==> config.mk <==
export PLATFORM = sky130hd
export DESIGN_NAME = sorted_priority_queue
export DESIGN_NICKNAME = d
export VERILOG_FILES = /design/src/rtl/spq_pkg.sv /design/src/rtl/spq_cell.sv /design/src/rtl/sorted_priority_queue.sv
export SDC_FILE = /design/constraint.sdc
export NUM_CORES = 2
export LEC_CHECK = 0
export BUFFER_PORTS_ARGS = -buffer_cell sky130_fd_sc_hd__buf_2
export CAP_MARGIN = 10
export CORE_MARGIN = 2
export CORE_UTILIZATION = 45
export DETAILED_ROUTE_END_ITERATION = 8
export SETUP_SLACK_MARGIN = 0.3
export SLEW_MARGIN = 20
export SYNTH_ARGS = -nofsm -noshare
export SYNTH_HDL_FRONTEND = slang
export SYNTH_SLANG_ARGS = --single-unit
==> constraint.sdc <==
create_clock -name clk -period 9.89 [get_ports clk]
set_input_delay 0 -clock clk [delete_from_list [all_inputs] [get_ports clk]]
set_output_delay 0 -clock clk [all_outputs]
set_load 0.02 [all_outputs]
==> src/rtl/spq_pkg.sv <==
// Package for the sorted priority queue: capacity, entry and control types,
// operation and status codes. Depends on nothing; every RTL file imports it.
`default_nettype none

package spq_pkg;

  // Number of cells in the chain (2 to 31, so that the count fits the OCC_W-bit occupancy field).
  localparam int CAPACITY = 16;
  localparam int CNT_W    = $clog2(CAPACITY + 1);

  localparam int PAYLOAD_W = 32;
  localparam int PRIO_W    = 16;
  localparam int STATUS_W  = 2;
  localparam int OCC_W     = 5;

  // Request and result bus widths, padded to whole bytes.
  localparam int IN_W  = 56;
  localparam int OUT_W = 56;

  typedef enum logic {
    OP_ENQUEUE = 1'b0,
    OP_DEQUEUE = 1'b1
  } op_t;

  typedef enum logic [STATUS_W-1:0] {
    ST_DONE  = 2'd0,
    ST_EMPTY = 2'd1,
    ST_FULL  = 2'd2
  } status_t;

  // Contents of one cell.
  typedef struct packed {
    logic                     valid;
    logic [PAYLOAD_W-1:0]     payload;
    logic signed [PRIO_W-1:0] prio;
  } entry_t;

  // Chain-wide command for the current cycle.
  typedef struct packed {
    logic                     ins;
    logic                     del;
    logic [PAYLOAD_W-1:0]     payload;
    logic signed [PRIO_W-1:0] prio;
  } cell_ctrl_t;

endpackage

`default_nettype wire

==> src/rtl/spq_cell.sv <==
// One cell of the sorted chain: holds one entry and moves it to a neighbor
// on insert or remove. Depends on spq_pkg.
`default_nettype none

module spq_cell
  import spq_pkg::*;
(
  input  wire logic       clk,
  input  wire logic       rst,
  input  wire cell_ctrl_t ctrl,
  input  wire logic       left_keep,  // left neighbor keeps its entry on insert
  input  wire entry_t     left_entry,
  input  wire entry_t     right_entry,
  output logic            keep,       // this entry sorts ahead of the new key
  output entry_t          entry
);

  entry_t entry_next;

  // A stored entry stays in place when the new key is strictly greater.
  assign keep = entry.valid && (ctrl.prio > entry.prio);

  // Insert: keep, take the new entry at the boundary, or shift right.
  // Remove: take the right neighbor's entry.
  always_comb begin
    entry_next = entry;
    if (ctrl.ins) begin
      if (keep) begin
        entry_next = entry;
      end else if (left_keep) begin
        entry_next.valid   = 1'b1;
        entry_next.payload = ctrl.payload;
        entry_next.prio    = ctrl.prio;
      end else begin
        entry_next = left_entry;
      end
    end else if (ctrl.del) begin
      entry_next = right_entry;
    end
  end

  // Only the valid bit is reset; payload and priority are don't-care until written.
  always_ff @(posedge clk) begin
    if (rst) begin
      entry.valid <= 1'b0;
    end else begin
      entry.valid <= entry_next.valid;
    end
    entry.payload <= entry_next.payload;
    entry.prio    <= entry_next.prio;
  end

endmodule

`default_nettype wire

==> src/rtl/sorted_priority_queue.sv <==
// Top level of the sorted priority queue: request decode, chain of cells,
// occupancy count and result register. Depends on spq_pkg and spq_cell.
//
// Usage:
//   Requests arrive on s_tvalid/s_tready/s_tdata. Each request is either an
//   enqueue (payload with signed priority) or a dequeue of the entry with the
//   smallest priority; among equal priorities the newest leaves first.
//   Every request gives exactly one result on m_tvalid/m_tready/m_tdata with
//   the removed payload and priority, a status code and the occupancy.
//   The result is registered in the cycle after acceptance. Throughput is one
//   request per cycle unless the receiver stalls: all cells compare against
//   the new key and shift in the same cycle, whatever the capacity.
//   The result register frees up when it is taken, so a new request is
//   accepted while m_tready is high or the result register is empty.
//   When the receiver stalls, the result holds and s_tready drops.
//   Synchronous reset empties the queue and drops any pending result; no
//   clearing pass is needed, only the valid bits of the cells are cleared.
`default_nettype none

module sorted_priority_queue
  import spq_pkg::*;
(
  input  wire logic             clk,
  input  wire logic             rst,
  input  wire logic             s_tvalid,
  output logic                  s_tready,
  // [0] operation, [32:1] payload, [48:33] priority_req, [55:49] zero
  input  wire logic [IN_W-1:0]  s_tdata,
  output logic                  m_tvalid,
  input  wire logic             m_tready,
  // [31:0] out_payload, [47:32] out_priority, [49:48] status,
  // [54:50] occupancy, [55] zero
  output logic [OUT_W-1:0]      m_tdata
);

  // Request fields.
  op_t                      req_op;
  logic [PAYLOAD_W-1:0]     req_payload;
  logic signed [PRIO_W-1:0] req_prio;

  assign req_op      = op_t'(s_tdata[0]);
  assign req_payload = s_tdata[PAYLOAD_W:1];
  assign req_prio    = s_tdata[PAYLOAD_W+PRIO_W:PAYLOAD_W+1];

  // Chain wiring.
  entry_t               cells [CAPACITY];
  logic [CAPACITY-1:0]  keeps;
  logic [CAPACITY-1:0]  vld;
  cell_ctrl_t           ctrl;

  logic                 accept;
  logic                 full;
  logic                 empty;

  // Registers.
  logic [CNT_W-1:0]     count;
  logic [CNT_W-1:0]     count_next;
  logic [PAYLOAD_W-1:0] res_payload;
  logic [PAYLOAD_W-1:0] res_payload_next;
  logic [PRIO_W-1:0]    res_prio;
  logic [PRIO_W-1:0]    res_prio_next;
  status_t              res_status;
  status_t              res_status_next;

  // Handshake and request decode.
  assign s_tready = !m_tvalid || m_tready;
  assign accept   = s_tvalid && s_tready;
  assign full     = vld[CAPACITY-1];
  assign empty    = !vld[0];

  assign ctrl.ins     = accept && (req_op == OP_ENQUEUE) && !full;
  assign ctrl.del     = accept && (req_op == OP_DEQUEUE) && !empty;
  assign ctrl.payload = req_payload;
  assign ctrl.prio    = req_prio;

  // The chain of cells, head at index 0.
  for (genvar i = 0; i < CAPACITY; i++) begin : g_cell
    logic   left_keep;
    entry_t left_entry;
    entry_t right_entry;

    if (i == 0) begin : g_head
      assign left_keep  = 1'b1;
      assign left_entry = cells[0];
    end else begin : g_body
      assign left_keep  = keeps[i-1];
      assign left_entry = cells[i-1];
    end

    if (i == CAPACITY - 1) begin : g_tail
      assign right_entry = '0;
    end else begin : g_inner
      assign right_entry = cells[i+1];
    end

    spq_cell u_cell (
      .clk         (clk),
      .rst         (rst),
      .ctrl        (ctrl),
      .left_keep   (left_keep),
      .left_entry  (left_entry),
      .right_entry (right_entry),
      .keep        (keeps[i]),
      .entry       (cells[i])
    );

    assign vld[i] = cells[i].valid;
  end

  // Occupancy and result for the accepted request.
  always_comb begin
    count_next       = count;
    res_payload_next = res_payload;
    res_prio_next    = res_prio;
    res_status_next  = res_status;
    if (accept) begin
      res_payload_next = '0;
      res_prio_next    = '0;
      res_status_next  = ST_DONE;
      unique case (req_op)
        OP_ENQUEUE: begin
          if (full) begin
            res_status_next = ST_FULL;
          end else begin
            count_next = count + 1'b1;
          end
        end
        OP_DEQUEUE: begin
          if (empty) begin
            res_status_next = ST_EMPTY;
          end else begin
            res_payload_next = cells[0].payload;
            res_prio_next    = cells[0].prio;
            count_next       = count - 1'b1;
          end
        end
        default: begin
          res_status_next = ST_DONE;
        end
      endcase
    end
  end

  // Control registers.
  always_ff @(posedge clk) begin
    if (rst) begin
      count    <= '0;
      m_tvalid <= 1'b0;
    end else begin
      count <= count_next;
      if (accept) begin
        m_tvalid <= 1'b1;
      end else if (m_tready) begin
        m_tvalid <= 1'b0;
      end
    end
  end

  // Result payload, priority and status registers.
  always_ff @(posedge clk) begin
    res_payload <= res_payload_next;
    res_prio    <= res_prio_next;
    res_status  <= res_status_next;
  end

  assign m_tdata = {1'b0, OCC_W'(count), res_status, res_prio, res_payload};

`ifndef SYNTH
  logic [CAPACITY-2:0] ordered;

  for (genvar j = 0; j < CAPACITY - 1; j++) begin : g_order
    assign ordered[j] = !cells[j+1].valid || (cells[j].prio <= cells[j+1].prio);
  end

  // Stored entries form a packed prefix of the chain.
  a_valid_prefix: assert property (@(posedge clk) disable iff (rst)
    $onehot({1'b0, vld} + 1'b1))
    else $error("cell valid bits are not a packed prefix");

  // The occupancy counter tracks the number of valid cells.
  a_count_match: assert property (@(posedge clk) disable iff (rst)
    count == CNT_W'($countones(vld)))
    else $error("occupancy counter disagrees with valid cells");

  // Valid entries stay sorted by ascending priority.
  a_sorted: assert property (@(posedge clk) disable iff (rst)
    &ordered)
    else $error("chain is out of priority order");

  // A dequeue of a non-empty queue returns the previous head.
  a_head_out: assert property (@(posedge clk) disable iff (rst)
    ctrl.del |=> (res_payload == $past(cells[0].payload))
                 && (res_status == ST_DONE))
    else $error("dequeue did not return the head entry");
`endif

endmodule

`default_nettype wire

==> metrics.md <==
| Metric | Value |
|---|---|
| # clock sinks | 840 |
| Syn Inst Count | 4539 |
| Avg Cell Area, Syn | approximately 11 um^2 |
| Dpl cells | 5609 |
| Final WS setup | about 5200 ps |
| M1 GR Usage | 0.361 |
| Via-to-Cell Ratio | 6.66 |
| First-pass DRT Iterations | 6 |
| Main combinational cell family by area after synthesis | compound AO/OA/AOI/OAI gates |
| WL/cell | approximately 25 um |
| Antenna violations before repair | 0 |
| Worst slack, placed | about 5000 ps |
| Final period util | 0.474 |
| CP Data Required Time | 10180 ps |
| M2 GR Usage | 0.444 |
| Layout Nets | between 4000 and 5000 |
| Slew Limit Fails | 0 |
| RSZ-0062 raised after global routing | no |
| Seq/Total Area, Yosys | 0.524 |
| FFs w/ async S/R, synth | 0 |
| Max Freq | 0.213 GHz |
| Post-synth cell types | between 50 and 60 |
| Die H | 330 um |
| Vias in the first global route | 39100 |
| Final setup violation count | 0 |
| Total track usage | 0.264 |
| Cell Area, Synth | ~48000 um^2 |
| Slowest-stage cell, CP | buf_4 |
| PD cells | roughly 180 nW/um^2 |
| Cell area after layout | about 52000 um^2 |
| Worst-Margin Slew | 1340 ps |
| Critical path depth in cells | 11 |
| Worst reg2reg setup slack | roughly 5200 ps |
| Post-DP HPWL | 94900 um |
| Post-synthesis compound-gate area fraction | 0.188 |
| Slowest stage delay, CP | approximately 600 ps |
| Layout cells sized above 1 | 0.0846 |
| Num ports | around 120 |
| CTS root buf | clkbuf_16 |
| LEAKAGE | ~19 nW |
| Xor/xnor cell area share of the yosys netlist | 0.000735 |
| Most common cell in the netlist | edfxtp_1 |
| Die W | 330 um |
| Routed Wire Length | approximately 150000 um |
| Clk Latency, worst-skew pair | 670 ps |
| Row count | 119 |
| DR iter-0 viols | 3969 |
| Final std cells w/o fill | 5811 |
| Fill count | 9763 |
| GP Congestion | 0.870 |
| Post-synthesis register bit count | 840 |
| Clk slew on worst S/H paths | 60 ps |
| Post-synth top area cell | edfxtp_1 |
| TritonCTS clock tree | built |
| Maximum clock path buffer count | 3 |
| Cells along the critical path | inv_1 > ha_1 > nand2_1 > or3_1 > a211oi_1 > or4_2 > buf_4 > and2_2 > buf_4 > a21o_2 > buf_4 |
| Kind of critical path | reg2reg |
| Area of the multi-input gates | 20100 um^2 |
| Top post-synthesis cells by area | edfxtp_1, nand4_1, ha_1 |
| Setup_tns | 0 ps |
| Worst IR Drop VDD | 0.141 mV |
| Top-area cell type share of the netlist area | 0.515 |
| Synth cell count leaders | edfxtp_1, nand2_1, nand4_1 |
| Synthesis-to-finish area growth | 9.85% |
| CP Capture Point | g_cell[11].u_cell.entry[33]$_DFFE_PP_ |
| Largest net degree at the start of global routing | 236 |
| Top_reg_cell synth | edfxtp_1 |
| Synthesized-area fraction occupied by adder cells | 0.0642 |
| Initial Util | 0.454 |
| EDFF count, synth | 818 |
| Core box area | 105000 um^2 |
| Syn. warnings | 0 |
| Max-cap violations | 0 |
| Hold path start | s_tdata[36] |
| Num CTS Buffers | 91 |
| Worst Path Buf+Inv | 4 |
| I/O Buffers | 109 |
| Skew final | 22.9 ps |
| CP arrival | 4970 ps |
| Antenna cells | 0 |
| R2r startpoint | g_cell[11].u_cell.entry[15]$_DFFE_PP_ |
| Worst-case reg-to-reg path depth | 11 |
| Reg-to-reg endpoint | g_cell[11].u_cell.entry[33]$_DFFE_PP_ |
| H-tree depth | 3 |
| Relative slew slack | 0.107 |
| Mux cell area share after synthesis | 0.0101 |
| Routed Antenna Nets | 0 |
| Worst Setup Start Kind | flip-flop |
| Top Usage Layer GRT | met2 |
| Status | complete, no violations |
| Die area | approximately 110000 um^2 |
| CP top delay family | buffers and inverters |
| Grt met3 use | 0.0285 |
| Hold Vio Cnt, Final | 0 |
| Grt ovf | 0 |
| Hold WC Path Type | in2reg |
| Crit Path Max Fanout | 50 |
| DRC | 0 |
| Critical Path End Type | flip-flop |
| Worst hold slack | approximately 80 ps |
| Register area | 25000 um^2 |
| First-pass GRT wire length | 228000 um |
| Syn nets | around 4800 |
| Min Tclk post-route | 4690 ps |
| Simple-Gate Fraction of Synth Area | 0.151 |
| DP Area | ~49000 um^2 |
| DR vias | 38700 |
| Crit. Startpoint | g_cell[11].u_cell.entry[15]$_DFFE_PP_ |
| Critical path's most frequent cell | buf_4 |
[power breakdown]
part | switching [W] | leakage [nW] | internal [W]
clock network | 0.00151 | 1.47 | 0.00201
registers | 0.000157 | 7.91 | 0.00431
logic | 0.00105 | 9.62 | 0.000461
[worst min-delay path by stage]
stage | cells after the start | to
after floorplan | 2 | m_tvalid$_SDFFE_PP0P_
after global placement | 3 | m_tvalid$_SDFFE_PP0P_
after detailed placement | 3 | m_tvalid$_SDFFE_PP0P_
after CTS | 3 | g_cell[2].u_cell.entry[3]$_DFFE_PP_
after global routing | 3 | g_cell[2].u_cell.entry[2]$_DFFE_PP_
final | 3 | g_cell[2].u_cell.entry[3]$_DFFE_PP_
[routing by layer]
layer  vias up  part of all wire
li1      17600                 -
met1     19500              0.43
met2      1294              0.49
met3       276             0.048
met4         0             0.029
met5         -                 0
[layout by cell type (no fill, tap or decap), drive strengths merged, types with 102 or more instances in the layout]
cell | netlist | final
buf | 57 | 182
clkbuf | 446 | 106
o221ai | 182 | 182
o31ai | 107 | 107
a21oi | 140 | 140
o211ai | 404 | 404
nor2 | 102 | 102
nand2 | 606 | 606
ha | 243 | 243
edfxtp | 818 | 818
nand4 | 564 | 564
inv | 276 | 278
[registers in the layout (all words and copies together) (netlist names)]
name,flops
count,5
res_prio,16
res_status,2
m_tvalid,1
g_cell.u_cell.entry,784
res_payload,32
[through the flow]
step                utilization  power [W]
global route              0.498    0.00985
finish                    0.498    0.00949
global placement          0.466    0.00597
CTS                       0.498    0.00952
floorplan                     -    0.00551
detailed placement        0.466    0.00601
[worst reg2reg max path, stage by stage, from the launching register on]
cell	delay [ps]
edfxtp_1	350
inv_1	60
ha_1	390
nand2_1	90
or3_1	440
a211oi_1	440
or4_2	200
buf_4	540
and2_2	280
buf_4	580
a21o_2	240
buf_4	610
[logic make-up after synthesis]
family | after synthesis
other cells | 1
buf+inv | 779
xor+xnor | 4
mux | 48
fa+ha+maj | 244
compound gates | 1186
simple gates | 1437
flops | 840
[area by class of cell]
class                   instances  share of cell area
flip-flops and latches        840               0.477
multi-input cells            2920               0.384
clock buffers                 106              0.0454
well taps                    1391              0.0332
repair buffers                219              0.0291
inverters                     276              0.0198
clock inverters                59              0.0115
[repair_timing]
item                      CTS  global route
hold buffers               37             0
setup buffers               0             0
hold endpoints to repair   88             0
resized for setup           0             0
Power figures use the tool's default switching activity.
